**src/rtl/core/uar_pkg.sv**
```systemverilog
// Shared types, codes and the digit character lookup of the radix conversion unit.
package uar_pkg;

	typedef enum logic [1:0] {
		OP_DEC    = 2'd0,
		OP_OCT    = 2'd1,
		OP_HEX_LO = 2'd2,
		OP_HEX_UP = 2'd3
	} op_t;

	typedef enum logic [2:0] {
		F_IDLE = 3'b001,
		F_CONV = 3'b010,
		F_DONE = 3'b100
	} front_state_t;

	typedef enum logic [2:0] {
		B_IDLE = 3'b001,
		B_SKIP = 3'b010,
		B_EMIT = 3'b100
	} back_state_t;

	localparam logic [127:0] LOWER_DIGITS = "0123456789abcdef";
	localparam logic [127:0] UPPER_DIGITS = "0123456789ABCDEF";

	function automatic logic [7:0] digit_char(input logic [3:0] d, input logic upper);
		logic [6:0] pos;
		pos = 7'(8 * (15 - int'(d)));
		digit_char = upper ? UPPER_DIGITS[pos +: 8] : LOWER_DIGITS[pos +: 8];
	endfunction

endpackage

```
**src/rtl/core/uar_front.sv**
```systemverilog
// Front part: accepts a request and turns the value into packed digit slots.
module uar_front import uar_pkg::*; #(
	parameter int VALUE_WIDTH = 32,
	parameter int SLOTS       = (VALUE_WIDTH + 2) / 3
) (
	input  logic                   clk,
	input  logic                   arst_n,
	input  logic                   req_valid,
	output logic                   req_ready,
	input  logic [VALUE_WIDTH-1:0] value,
	input  logic [1:0]             op,
	output logic                   push_valid,
	input  logic                   push_ready,
	output logic [SLOTS*4-1:0]     push_digits,
	output logic                   push_upper
);

	localparam int DW = SLOTS * 4;
	localparam int OW = SLOTS * 3;
	localparam int CW = $clog2(VALUE_WIDTH + 1);

	front_state_t           state_q;
	logic [CW-1:0]          step_q;
	logic [VALUE_WIDTH-1:0] shift_q;
	logic [DW-1:0]          digits_q;
	logic                   upper_q;

	op_t           op_v;
	logic [OW-1:0] vo;
	logic [DW-1:0] vh;
	logic [DW-1:0] oct_digits;
	logic [DW-1:0] adj;
	logic [DW-1:0] next_bcd;

	always_comb begin
		op_v = op_t'(op);
		vo   = OW'(value);
		vh   = DW'(value);
		for (int i = 0; i < SLOTS; i++) begin
			oct_digits[4*i +: 4] = {1'b0, vo[3*i +: 3]};
			adj[4*i +: 4] = (digits_q[4*i +: 4] >= 4'd5) ? digits_q[4*i +: 4] + 4'd3
				: digits_q[4*i +: 4];
		end
		next_bcd = {adj[DW-2:0], shift_q[VALUE_WIDTH-1]};
	end

	assign req_ready   = (state_q == F_IDLE);
	assign push_valid  = (state_q == F_DONE);
	assign push_digits = digits_q;
	assign push_upper  = upper_q;

	always_ff @(posedge clk or negedge arst_n) begin
		if (!arst_n) begin
			state_q <= F_IDLE;
			step_q  <= '0;
		end else begin
			unique case (state_q)
				F_IDLE: begin
					if (req_valid) begin
						if (op_v == OP_DEC) begin
							step_q  <= CW'(VALUE_WIDTH);
							state_q <= F_CONV;
						end else begin
							state_q <= F_DONE;
						end
					end
				end
				F_CONV: begin
					step_q <= step_q - CW'(1);
					if (step_q == CW'(1)) begin
						state_q <= F_DONE;
					end
				end
				F_DONE: begin
					if (push_ready) begin
						state_q <= F_IDLE;
					end
				end
				default: state_q <= F_IDLE;
			endcase
		end
	end

	always_ff @(posedge clk) begin
		if (state_q == F_IDLE && req_valid) begin
			upper_q <= (op_v == OP_HEX_UP);
			shift_q <= value;
			unique case (op_v)
				OP_DEC:  digits_q <= '0;
				OP_OCT:  digits_q <= oct_digits;
				default: digits_q <= vh;
			endcase
		end else if (state_q == F_CONV) begin
			digits_q <= next_bcd;
			shift_q  <= shift_q << 1;
		end
	end

endmodule

```
**src/rtl/core/uar_fifo.sv**
```systemverilog
// Two-entry queue between the front and back parts.
module uar_fifo #(
	parameter int WIDTH = 45
) (
	input  logic             clk,
	input  logic             arst_n,
	input  logic             push_valid,
	output logic             push_ready,
	input  logic [WIDTH-1:0] push_data,
	output logic             pop_valid,
	input  logic             pop_ready,
	output logic [WIDTH-1:0] pop_data
);

	logic [WIDTH-1:0] mem_q [2];
	logic             wr_ptr_q;
	logic             rd_ptr_q;
	logic [1:0]       count_q;
	logic             do_push;
	logic             do_pop;

	assign push_ready = (count_q != 2'd2);
	assign pop_valid  = (count_q != 2'd0);
	assign pop_data   = mem_q[rd_ptr_q];
	assign do_push    = push_valid && push_ready;
	assign do_pop     = pop_valid && pop_ready;

	always_ff @(posedge clk or negedge arst_n) begin
		if (!arst_n) begin
			wr_ptr_q <= 1'b0;
			rd_ptr_q <= 1'b0;
			count_q  <= 2'd0;
		end else begin
			if (do_push) begin
				wr_ptr_q <= ~wr_ptr_q;
			end
			if (do_pop) begin
				rd_ptr_q <= ~rd_ptr_q;
			end
			if (do_push && !do_pop) begin
				count_q <= count_q + 2'd1;
			end else if (do_pop && !do_push) begin
				count_q <= count_q - 2'd1;
			end
		end
	end

	always_ff @(posedge clk) begin
		if (do_push) begin
			mem_q[wr_ptr_q] <= push_data;
		end
	end

endmodule

```
**src/rtl/core/uar_back.sv**
```systemverilog
// Back part: skips leading zero slots and sends one character per cycle while the output is not stalled.
module uar_back import uar_pkg::*; #(
	parameter int SLOTS = 11
) (
	input  logic               clk,
	input  logic               arst_n,
	input  logic               pop_valid,
	output logic               pop_ready,
	input  logic [SLOTS*4-1:0] pop_digits,
	input  logic               pop_upper,
	output logic               rsp_valid,
	input  logic               rsp_ready,
	output logic [7:0]         ascii_char,
	output logic               is_last,
	output logic [3:0]         char_count
);

	localparam int IW = $clog2(SLOTS);
	localparam int NW = $clog2(SLOTS + 1);

	back_state_t        state_q;
	logic [IW-1:0]      idx_q;
	logic [NW-1:0]      cnt_q;
	logic [SLOTS*4-1:0] digits_q;
	logic               upper_q;
	logic               rsp_valid_q;
	logic [7:0]         ascii_char_q;
	logic               is_last_q;
	logic [3:0]         char_count_q;

	logic [3:0]    cur_digit;
	logic          out_free;
	logic          emit;
	logic          at_end;
	logic [NW-1:0] cnt_next;

	assign cur_digit = digits_q[4*idx_q +: 4];
	assign out_free  = !rsp_valid_q || rsp_ready;
	assign emit      = (state_q == B_EMIT) && out_free;
	assign at_end    = (idx_q == '0);
	assign cnt_next  = cnt_q + NW'(1);
	assign pop_ready = (state_q == B_IDLE);

	assign rsp_valid  = rsp_valid_q;
	assign ascii_char = ascii_char_q;
	assign is_last    = is_last_q;
	assign char_count = char_count_q;

	always_ff @(posedge clk or negedge arst_n) begin
		if (!arst_n) begin
			state_q     <= B_IDLE;
			idx_q       <= '0;
			cnt_q       <= '0;
			rsp_valid_q <= 1'b0;
		end else begin
			unique case (state_q)
				B_IDLE: begin
					if (pop_valid) begin
						idx_q   <= IW'(SLOTS - 1);
						cnt_q   <= '0;
						state_q <= B_SKIP;
					end
				end
				B_SKIP: begin
					if (cur_digit != 4'd0 || at_end) begin
						state_q <= B_EMIT;
					end else begin
						idx_q <= idx_q - IW'(1);
					end
				end
				B_EMIT: begin
					if (out_free) begin
						cnt_q <= cnt_next;
						if (at_end) begin
							state_q <= B_IDLE;
						end else begin
							idx_q <= idx_q - IW'(1);
						end
					end
				end
				default: state_q <= B_IDLE;
			endcase
			if (emit) begin
				rsp_valid_q <= 1'b1;
			end else if (rsp_ready) begin
				rsp_valid_q <= 1'b0;
			end
		end
	end

	always_ff @(posedge clk) begin
		if (state_q == B_IDLE && pop_valid) begin
			digits_q <= pop_digits;
			upper_q  <= pop_upper;
		end
		if (emit) begin
			ascii_char_q <= digit_char(cur_digit, upper_q);
			is_last_q    <= at_end;
			char_count_q <= at_end ? 4'(cnt_next) : 4'd0;
		end
	end

endmodule

```
**src/rtl/core/unsigned_to_ascii_radix_unit.sv**
```systemverilog
// Top level of the unsigned binary to ASCII decimal, octal and hex converter.
// Each request carries an unsigned value and a format code (decimal, octal,
// lowercase hex, uppercase hex); the unit returns its digits most significant
// first with no leading zeros, one character per response, the last one flagged
// and carrying the character count modulo 16. A decimal request passes through the
// double-dabble shifter of the front part, which shifts in every bit of the value
// most significant first; octal and hex requests leave the front part without it.
// The back part loads an entry, skips leading zero digit slots one at a time until
// it finds the first digit and then sends one character per cycle while the output
// is not stalled, and it overlaps the front part through a two-entry queue, so the
// sustained rate is the slower of the two.
module unsigned_to_ascii_radix_unit import uar_pkg::*; #(
	parameter int VALUE_WIDTH = 32
) (
	input  logic                   clk,
	input  logic                   arst_n,
	input  logic                   req_valid,
	output logic                   req_ready,
	input  logic [VALUE_WIDTH-1:0] value,
	input  logic [1:0]             op,
	output logic                   rsp_valid,
	input  logic                   rsp_ready,
	output logic [7:0]             ascii_char,
	output logic                   is_last,
	output logic [3:0]             char_count
);

	localparam int SLOTS = (VALUE_WIDTH + 2) / 3;
	localparam int QW    = SLOTS * 4 + 1;

	logic              f_valid;
	logic              f_ready;
	logic [SLOTS*4-1:0] f_digits;
	logic              f_upper;
	logic              b_valid;
	logic              b_ready;
	logic [QW-1:0]     b_data;

	uar_front #(
		.VALUE_WIDTH(VALUE_WIDTH),
		.SLOTS      (SLOTS)
	) u_front (
		.clk        (clk),
		.arst_n     (arst_n),
		.req_valid  (req_valid),
		.req_ready  (req_ready),
		.value      (value),
		.op         (op),
		.push_valid (f_valid),
		.push_ready (f_ready),
		.push_digits(f_digits),
		.push_upper (f_upper)
	);

	uar_fifo #(
		.WIDTH(QW)
	) u_fifo (
		.clk       (clk),
		.arst_n    (arst_n),
		.push_valid(f_valid),
		.push_ready(f_ready),
		.push_data ({f_upper, f_digits}),
		.pop_valid (b_valid),
		.pop_ready (b_ready),
		.pop_data  (b_data)
	);

	uar_back #(
		.SLOTS(SLOTS)
	) u_back (
		.clk       (clk),
		.arst_n    (arst_n),
		.pop_valid (b_valid),
		.pop_ready (b_ready),
		.pop_digits(b_data[SLOTS*4-1:0]),
		.pop_upper (b_data[QW-1]),
		.rsp_valid (rsp_valid),
		.rsp_ready (rsp_ready),
		.ascii_char(ascii_char),
		.is_last   (is_last),
		.char_count(char_count)
	);

endmodule
```
**config.mk**
```make
export PLATFORM = sky130hd
export DESIGN_NAME = unsigned_to_ascii_radix_unit
export DESIGN_NICKNAME = d
export VERILOG_FILES = /design/src/rtl/core/uar_pkg.sv /design/src/rtl/core/uar_front.sv /design/src/rtl/core/uar_fifo.sv /design/src/rtl/core/uar_back.sv /design/src/rtl/core/unsigned_to_ascii_radix_unit.sv
export SDC_FILE = /design/constraint.sdc
export NUM_CORES = 1
export LEC_CHECK = 0
export BUFFER_PORTS_ARGS = -buffer_cell sky130_fd_sc_hd__buf_2
export CORE_UTILIZATION = 55
export CTS_BUF_LIST = sky130_fd_sc_hd__clkbuf_16
export DETAILED_ROUTE_END_ITERATION = 16
export GPL_ROUTABILITY_DRIVEN = 0
export PLACE_DENSITY_LB_ADDON = 0.08
export SYNTH_ARGS = -nofsm -noshare
export SYNTH_HDL_FRONTEND = slang
export SYNTH_SLANG_ARGS = --single-unit
```
**constraint.sdc**
```tcl
create_clock -name clk -period 10.6 [get_ports clk]
set_clock_uncertainty 0.1 [all_clocks]
set_input_delay 2.12 -clock clk [delete_from_list [all_inputs] [get_ports clk]]
set_output_delay 2.12 -clock clk [all_outputs]
set_load 0.02 [all_outputs]
```
==> results.yml, run 1 <==
clocking:
  cts_tree: "built"
  h-tree-depth: 1
  cts_resized: 0
  postCtsHoldBufs: 0
  clk_pin_slew_ns: 0.06
  worstSkewPairLatency_ns: 0.52
  cts_inserted_buffers: 27
  post_cts_buffers: 0
  cts_root_buffer: "clkbuf_16"
  cts_sinks: 249
  cts_buffer_depth: 3
global_routing:
  grt_first_pass_wirelength_mm: 34.71
  grt_max_degree: 87
  grt_remaining_overflow: 0
  grt_pass1_vias: 6684
  grt_usage: 0.2066
  antenna_found_initial: 0
sta:
  timing.final.hold_violations: 0
  rsz0062_at_grt: "false"
  fin_crit_ns: 4.046
  clock.fmax_mhz: 247.1
  maxSlewHeadroom: 0.2623
  finalCritPeriodShare: 0.3817
  setup_viol_count_final: 0
  tns_ns: 0
  whs_ns: 0.4062
  slew_viol_final: 0
  worstMarginPinSlew_ns: 1.102
logic_synthesis:
  synthFlopType: "edfxtp_1"
  synth_top_area_cell: "edfxtp_1"
  syn_area_mm2: 0.01130
  yosysWarnings: 0
  synth.area.top_cells: "edfxtp_1 60%, dfrtp_1 5.1%, mux2_2 4.5%, nand2_1 4.1%, ha_1 3.4%"
  ys_seq_area_frac: 0.6510
  async_flop_share: 0.1004
  synth_seq_cells: 249
  yosysUniqueCellTypes: 63
  netlist.area_leader.share: 0.5954
  synth_area_per_cell_um2: 13.20
  synth-edff-count: 224
  syn_nets: 925
  synthCells: 856
finish:
  n_antenna_cell: 0
  area_delta_synth_final_pct: 11.55
  drive_gt1_frac: 0.1788
  num-nets-final: 974
  fin_util: 0.6248
critical_path:
  cp.required_ns: 8.38
  start_kind: "flop"
  ff2ff_setup_slack_ns: 7.12
  critical_path.top_delay_family: "flip-flops"
  critPathMaxFanout: 5
  path_cells: "or3b_1 -> inv_1 -> buf_2"
  worstPathArrival_ns: 1.83
  cp_slowest_stage_delay_ns: 0.55
  path_buf_inv: 2
  cp-end-kind: "output pin"
  crit_slowest_cell: "dfstp_2"
  path_class: "reg -> out"
pwr:
  p_per_area_mw_per_mm2: 310.1
  leakage_nw: 4.704
  peakVddDrop_uv: 164.0
routing:
  vias_per_cell: 5.641
  drc: 0
  drt_first_pass_iters: 5
  drt_iter0_markers: 377
  routedWlPerCell_um: 17.66
  antenna_left: 0
  vias: 6730
  wirelength_mm: 21.07
flow_run:
  drv_cap: 0
floorplanning:
  die_area_mm2: 0.02112
  fp-row-count: 52
  io_pins: 53
  chipWidth_um: 145.3
  die_h_um: 145.3
  initial_core_util: 0.5601
  core_mm2: 0.02017
place:
  port_buffers: 51
  dpl.hpwl_mm: 13.66
worst_hold_path:
  hold_class: "reg -> reg"
run_status:
  status: "complete, no violations"
[logic make-up (layout without fill, tap and decap cells)]
kind of cell / count (synthesis) / in the layout / share of synthesized area
muxes: 72 / 72 / 0.07587
adders and majority gates: 31 / 31 / 0.03433
and+or+nand+nor: 254 / 254 / 0.1048
AOI/OAI and AO/OA: 143 / 143 / 0.08251
xor gates and xnor gates: 29 / 29 / 0.02248
buffers and inverters: 77 / 144 / 0.02868
other: 1 / 1 / 0.0003319
DFF: 249 / 249 / 0.6510
[cell type report]
| class | instances | area [µm²] |
|---|---|---|
| clock buffer | 27 | 675.6 |
| clock inverter | 20 | 143.9 |
| fill | 1542 | 7567 |
| inverter | 40 | 150.1 |
| multi-input combinational | 530 | 3640 |
| sequential | 249 | 7355 |
| tap | 270 | 337.8 |
| timing repair buffer | 57 | 300.3 |
[stage by stage]
step                      instances  total power, mW  setup WS (ns)  cell area, µm²
after floorplan                 856            2.722          5.884           11300
after global placement         1146            2.989          6.496           11780
final                          1193            3.908          6.554           12600
after CTS                      1193            3.943          6.534           12600
after detailed placement       1146            3.068          6.442           11780
after global routing           1193            4.166          6.480           12600
[Yosys cell counts (2+ instances only)]
| library cell | number |
|---|---|
| and3_1 | 3 |
| a22o_1 | 3 |
| a31oi_1 | 2 |
| nand3_1 | 19 |
| xnor2_1 | 15 |
| dfrtp_1 | 23 |
| nor3b_1 | 13 |
| a22oi_1 | 8 |
| o21ai_0 | 48 |
| nor3_1 | 5 |
| o22ai_1 | 2 |
| nor2b_1 | 4 |
| nor2_1 | 42 |
| or3_1 | 11 |
| inv_1 | 39 |
| nand2_1 | 124 |
| mux2i_1 | 20 |
| clkbuf_1 | 23 |
| nand2b_1 | 15 |
| and2_1 | 2 |
| or2_0 | 2 |
| buf_6 | 2 |
| mux4_2 | 6 |
| o211ai_1 | 2 |
| or3b_2 | 2 |
| buf_4 | 2 |
| nand3b_1 | 5 |
| a211oi_1 | 2 |
| or4_1 | 2 |
| a21oi_1 | 37 |
| edfxtp_1 | 224 |
| dfstp_2 | 2 |
| o31ai_1 | 7 |
| a221oi_1 | 15 |
| ha_1 | 31 |
| xor2_1 | 14 |
| buf_2 | 10 |
| mux2_2 | 45 |
[layer usage]
metal,share of wire,GRT usage
met5,0,0
met4,0.026,0.05632
met3,0.053,0.03302
met2,0.46,0.3214
met1,0.46,0.3043
[layout by cell type (no fill, tap or decap), types with 3 or more instances in the layout]
cell type / n
nor3b_1: 13
a22oi_1: 8
mux2i_1: 20
nand2b_1: 15
nor2b_1: 3
o21ai_0: 48
inv_1: 44
dfrtp_1: 23
a21oi_1: 37
xnor2_1: 15
ha_1: 31
buf_4: 6
edfxtp_1: 224
o31ai_1: 7
buf_2: 51
nor3_1: 5
nor2_1: 41
nand3b_1: 5
mux4_2: 6
clkbuf_16: 27
a22o_1: 3
xor2_1: 14
clkinv_2: 3
mux2_2: 45
a221oi_1: 15
clkinv_1: 7
or3_1: 11
nand2_1: 122
nand3_1: 19
[registers in the layout, indices dropped and copies added (netlist names), 3 cells and up]
signal               flops
u_back.digits_q         44
u_back.char_count        4
u_front.step_q           6
u_front.push_digits     44
u_back.ascii_char        7
u_back.cnt_q             4
u_front.shift_q         32
u_back.state_q           3
u_front.state_q          3
u_back.idx_q             4
u_fifo.mem_q            90
[report_power, final]
part | leakage (nW) | total [mW] | switching (mW) | internal, mW
clock network | 0.418 | 0.868 | 0.361 | 0.507
logic | 1.89 | 1.24 | 0.734 | 0.506
registers | 2.39 | 1.80 | 0.218 | 1.58
[worst paths after layout]
kind | end | start | depth (start not counted)
setup / recovery | req_ready | u_front.state_q[0] | 3
min in group asynchronous | u_front.step_q[5] | arst_n | 1
hold / removal | u_fifo.mem_q[1][9] | u_front.push_digits[9] | 0
setup reg to reg | u_back.idx_q[1] | u_back.idx_q[0] | 10
hold reg to reg | u_fifo.mem_q[1][9] | u_front.push_digits[9] | 0
max in group asynchronous | u_fifo.rd_ptr_q | arst_n | 1
(Power assumes the default switching activity.)
==> inputs of run 2 (changes only) <==
clock period = 3.4 ns   (was 10.6 ns; I/O delays follow)
==> results.yml, run 2 (synthesized netlist as in run 1, its figures left out) <==
sta:
  setup_viol_count_final: 0
  slew_viol_final: 0
  fin_ws_ns: 0.1680
  tns_ns: 0
  finalCritPeriodShare: 0.9506
  clock.fmax_mhz: 309.4
  timing.final.hold_violations: 0
  fin_crit_ns: 3.232
  maxSlewHeadroom: 0.2378
  worstMarginPinSlew_ns: 1.138
routing:
  drc: 0
  routedWlPerCell_um: 17.35
  drt_first_pass_iters: 5
  vias_per_cell: 5.632
  wirelength_mm: 20.77
  drt_iter0_markers: 381
  vias: 6742
  antenna_left: 0
place:
  dpl_worst_slack_ns: 0.2691
  dpl.hpwl_mm: 13.84
  port_buffers: 51
pwr:
  leakage_nw: 4.738
  report.power.total_mw: 12.12
  peakVddDrop_uv: 536.1
  p_per_area_mw_per_mm2: 959.2
critical_path:
  start_kind: "flop"
  r2r_cells: 10
  worstPathArrival_ns: 3.51
  ff2ff_setup_slack_ns: 0.17
  cp-startpoint: "u_back.idx_q[0]"
  regToRegStartpoint: "u_back.idx_q[0]"
  reg2reg_to: "u_back.idx_q[1]"
  cp_slowest_stage_delay_ns: 0.52
  path_buf_inv: 2
  critical_path.top_delay_family: "compound AO/OA/AOI/OAI gates"
  cp-end-kind: "flop"
  critPathMaxFanout: 18
  path_cells: "buf_4 -> mux4_2 -> a32o_2 -> inv_1 -> ha_1 -> nand2_1 -> a221oi_2 -> a21bo_2 -> a2111oi_1 -> a211oi_1"
  cp.required_ns: 3.68
  crit_slowest_cell: "mux4_2"
  path_class: "reg -> reg"
finish:
  area_delta_synth_final_pct: 11.86
  regMostFlops: "u_fifo.mem_q"
  largest_register_ffs: 90
  layout_common_cells: "224 x edfxtp_1, 122 x nand2_1, 51 x buf_2"
  mostFrequentLayoutCell: "edfxtp_1"
  n_antenna_cell: 0
  drive_gt1_frac: 0.1802
  num-nets-final: 976
clocking:
  h-tree-depth: 1
  post_cts_buffers: 0
  cts_tree: "built"
  cts_root_buffer: "clkbuf_16"
  cts_buffer_depth: 3
  cts_sinks: 249
  clk_pin_slew_ns: 0.06
  cts_inserted_buffers: 26
  worstSkewPairLatency_ns: 0.52
run_status:
  status: "complete, no violations"
floorplanning:
  fp-row-count: 52
  io_pins: 53
  core_mm2: 0.02017
  chipWidth_um: 145.3
  die_area_mm2: 0.02112
  die_h_um: 145.3
  initial_core_util: 0.5601
worst_hold_path:
  hold_class: "in -> async"
global_routing:
  grt_remaining_overflow: 0
  grt_first_pass_wirelength_mm: 34.13
  use_met2: 0.3204
  top_usage_layer: "met2"
  grt_use_met1: 0.2931
  grt_usage: 0.2015
  grt_max_degree: 76
  grt_pass1_vias: 6623
  antenna_found_initial: 0
  grtUsageMet3: 0.02925
flow_run:
  drv_cap: 0
[run 2: metrics by stage]
stage          cells  hold slack [ns]    util  instance area [µm²]
6_report        1197          0.05299  0.6266                12640
5_1_grt         1197          0.09939  0.6266                12640
4_1_cts         1197          0.05854  0.6265                12640
3_5_place_dp    1149           0.3909  0.5872                11840
3_3_place_gp    1149           0.3826  0.5872                11840
2_1_floorplan    856           0.2844       -                11300
[run 2: area by class of cell]
| class | instances | area (µm²) |
|---|---|---|
| Clock inverter | 21 | 116.4 |
| Multi-Input combinational cell | 530 | 3641 |
| Tap cell | 270 | 337.8 |
| Sequential cell | 249 | 7356 |
| Timing Repair Buffer | 60 | 360.3 |
| Inverter | 40 | 150.1 |
| Clock buffer | 27 | 675.6 |
| Fill cell | 1553 | 7532 |
[run 2: worst max-delay path by stage]
stage	depth (start not counted)	slack (ns)	endpoint
floorplan	3	0.15	u_fifo.mem_q[0][0]
global placement	10	0.47	u_back.idx_q[1]
detailed placement	10	0.27	u_back.idx_q[1]
CTS	10	0.26	u_back.idx_q[1]
global route	9	-0.03	u_back.idx_q[1]
finish	10	0.17	u_back.idx_q[1]
[run 2: what timing repair did]
| action | CTS | global route |
|---|---|---|
| endpoints found under the hold margin | 0 | 0 |
| resized for setup | 0 | 1 |
| hold buffers | 0 | 0 |
| endpoints found under the setup margin | 0 | 1 |
[run 2: where the power goes]
group / total, mW / switching, mW / internal [mW]
sequential: 5.65 / 0.737 / 4.92
combinational: 3.87 / 2.23 / 1.65
clock: 2.59 / 1.09 / 1.50
[run 2: worst register-to-register path, cell delays in order, from the launching register on]
cell and delay (ns):
dfrtp_1 0.43, buf_4 0.29, mux4_2 0.53, a32o_2 0.28
inv_1 0.09, ha_1 0.17, nand2_1 0.07, a221oi_2 0.23
a21bo_2 0.29, a2111oi_1 0.51, a211oi_1 0.11
[run 2: routing by layer]
metal	routed length, µm	vias up	share of wire
li1	-	3242	-
met1	9650	3312	0.46
met2	9877	164	0.48
met3	961	24	0.046
met4	276	0	0.013
met5	0	-	0
==> inputs of run 3 (changes only) <==
HOLD_SLACK_MARGIN = 0.12   (was default)
SKIP_LAST_GASP = 1   (was default)
==> results.yml, run 3 (synthesized netlist as in run 1, its figures left out) <==
finish:
  largest_register_ffs: 90
  regMostFlops: "u_fifo.mem_q"
  mostFrequentLayoutCell: "edfxtp_1"
  n_antenna_cell: 0
  layout_common_cells: "224 x edfxtp_1, 122 x nand2_1, 51 x buf_2"
  fin_util: 0.6270
  area_delta_synth_final_pct: 11.95
  num-nets-final: 977
  drive_gt1_frac: 0.1800
  fillers: 1552
global_routing:
  antenna_found_initial: 0
  grt_first_pass_wirelength_mm: 34.16
  grt_max_degree: 76
  grt_usage: 0.2016
  grt_pass1_vias: 6628
  grt_remaining_overflow: 0
pwr:
  leakage_nw: 4.742
  peakVddDrop_uv: 537.4
  p_per_area_mw_per_mm2: 958.7
critical_path:
  critPathMaxFanout: 18
  worstPathArrival_ns: 3.50
  cp-end-kind: "flop"
  regToRegStartpoint: "u_back.idx_q[0]"
  start_kind: "flop"
  cp-startpoint: "u_back.idx_q[0]"
  cp.required_ns: 3.68
  path_class: "reg -> reg"
place:
  port_buffers: 51
  dpl.hpwl_mm: 13.84
  dpl_worst_slack_ns: 0.2691
floorplanning:
  fp-row-count: 52
  io_pins: 53
  initial_core_util: 0.5601
  die_area_mm2: 0.02112
  die_h_um: 145.3
  chipWidth_um: 145.3
  core_mm2: 0.02017
sta:
  fin_crit_ns: 3.219
  clock.fmax_mhz: 310.6
  slew_viol_final: 0
  fin_ws_ns: 0.1809
  timing.final.hold_violations: 0
  maxSlewHeadroom: 0.2497
  setup_viol_count_final: 0
  worstMarginPinSlew_ns: 1.120
  finalCritPeriodShare: 0.9468
  tns_ns: 0
flow_run:
  drv_cap: 0
routing:
  drc: 0
  antenna_left: 0
  vias_per_cell: 5.637
  vias: 6753
  routedWlPerCell_um: 17.36
  drt_first_pass_iters: 5
  wirelength_mm: 20.80
  drt_iter0_markers: 433
clocking:
  cts_root_buffer: "clkbuf_16"
  cts_inserted_buffers: 26
  cts_buffer_depth: 3
  cts_tree: "built"
  post_cts_buffers: 0
  h-tree-depth: 1
  clk_pin_slew_ns: 0.06
  worstSkewPairLatency_ns: 0.52
  cts_sinks: 249
worst_hold_path:
  hold_class: "in -> reg"
  hp-start: "value[1]"
run_status:
  status: "complete, no violations"
==> run 3: cell count changes in the layout (fill, tap and decap cells not counted), sizes merged <==
cell | previous run | this run
dlygate4sd3 | 0 | 1
==> run 3: final timing paths <==
kind / endpoint / slack, ns / cells past startpoint
hold / removal: u_front.shift_q[1] / 0.35 / 3
max in group asynchronous: u_fifo.rd_ptr_q / 2.16 / 2
hold reg to reg: u_fifo.mem_q[0][25] / 0.40 / 0
setup reg to reg: u_back.idx_q[1] / 0.18 / 10
setup / recovery: u_back.idx_q[1] / 0.18 / 10
min in group asynchronous: u_front.step_q[0] / 0.61 / 2
==> run 3: what timing repair did <==
action / in CTS / in global routing
resized for setup: 0 / 1
hold buffers: 1 / 0
setup endpoints to repair: 0 / 1
hold endpoints to repair: 23 / 0
==> run 3: final cells by class <==
class / count / area [µm²] / area share
Clock buffer: 27 / 675.6 / 0.05342
Clock inverter: 21 / 116.4 / 0.009201
Inverter: 40 / 150.1 / 0.01187
Multi-Input combinational cell: 530 / 3641 / 0.2879
Sequential cell: 249 / 7356 / 0.5816
Tap cell: 270 / 337.8 / 0.02671
Timing Repair Buffer: 61 / 370.4 / 0.02928
==> run 3: per-layer routing <==
layer	up-vias	GRT usage	wire length, µm
met5	-	0	0
met4	0	0.05316	297
met3	27	0.02925	1056
met2	181	0.3204	9878
met1	3299	0.2936	9562
li1	3246	-	-
==> run 3: through the flow <==
step | hold WS (ns) | power [mW] | instance area (µm²) | instances
global placement | 0.3826 | 9.352 | 11840 | 1149
global route | 0.3523 | 12.92 | 12650 | 1198
detailed placement | 0.3909 | 9.571 | 11840 | 1149
floorplan | 0.2844 | 8.474 | 11300 | 856
CTS | 0.3318 | 12.21 | 12650 | 1198
finish | 0.3534 | 12.12 | 12650 | 1198
==> run 3: critical path, cell delays in order, from the launching register on <==
cell and delay [ns]:
dfrtp_1 0.43, buf_4 0.28, mux4_2 0.52, a32o_2 0.28, inv_1 0.08, ha_1 0.16
nand2_1 0.07, a221oi_2 0.23, a21bo_2 0.29, a2111oi_1 0.51, a211oi_1 0.11
==> run 3: report_power, final <==
| group | switching [mW] | internal, mW | total, mW | leakage, nW |
|---|---|---|---|---|
| sequential | 0.736 | 4.92 | 5.65 | 2.39 |
| clock | 1.10 | 1.50 | 2.60 | 0.428 |
| combinational | 2.23 | 1.65 | 3.87 | 1.92 |
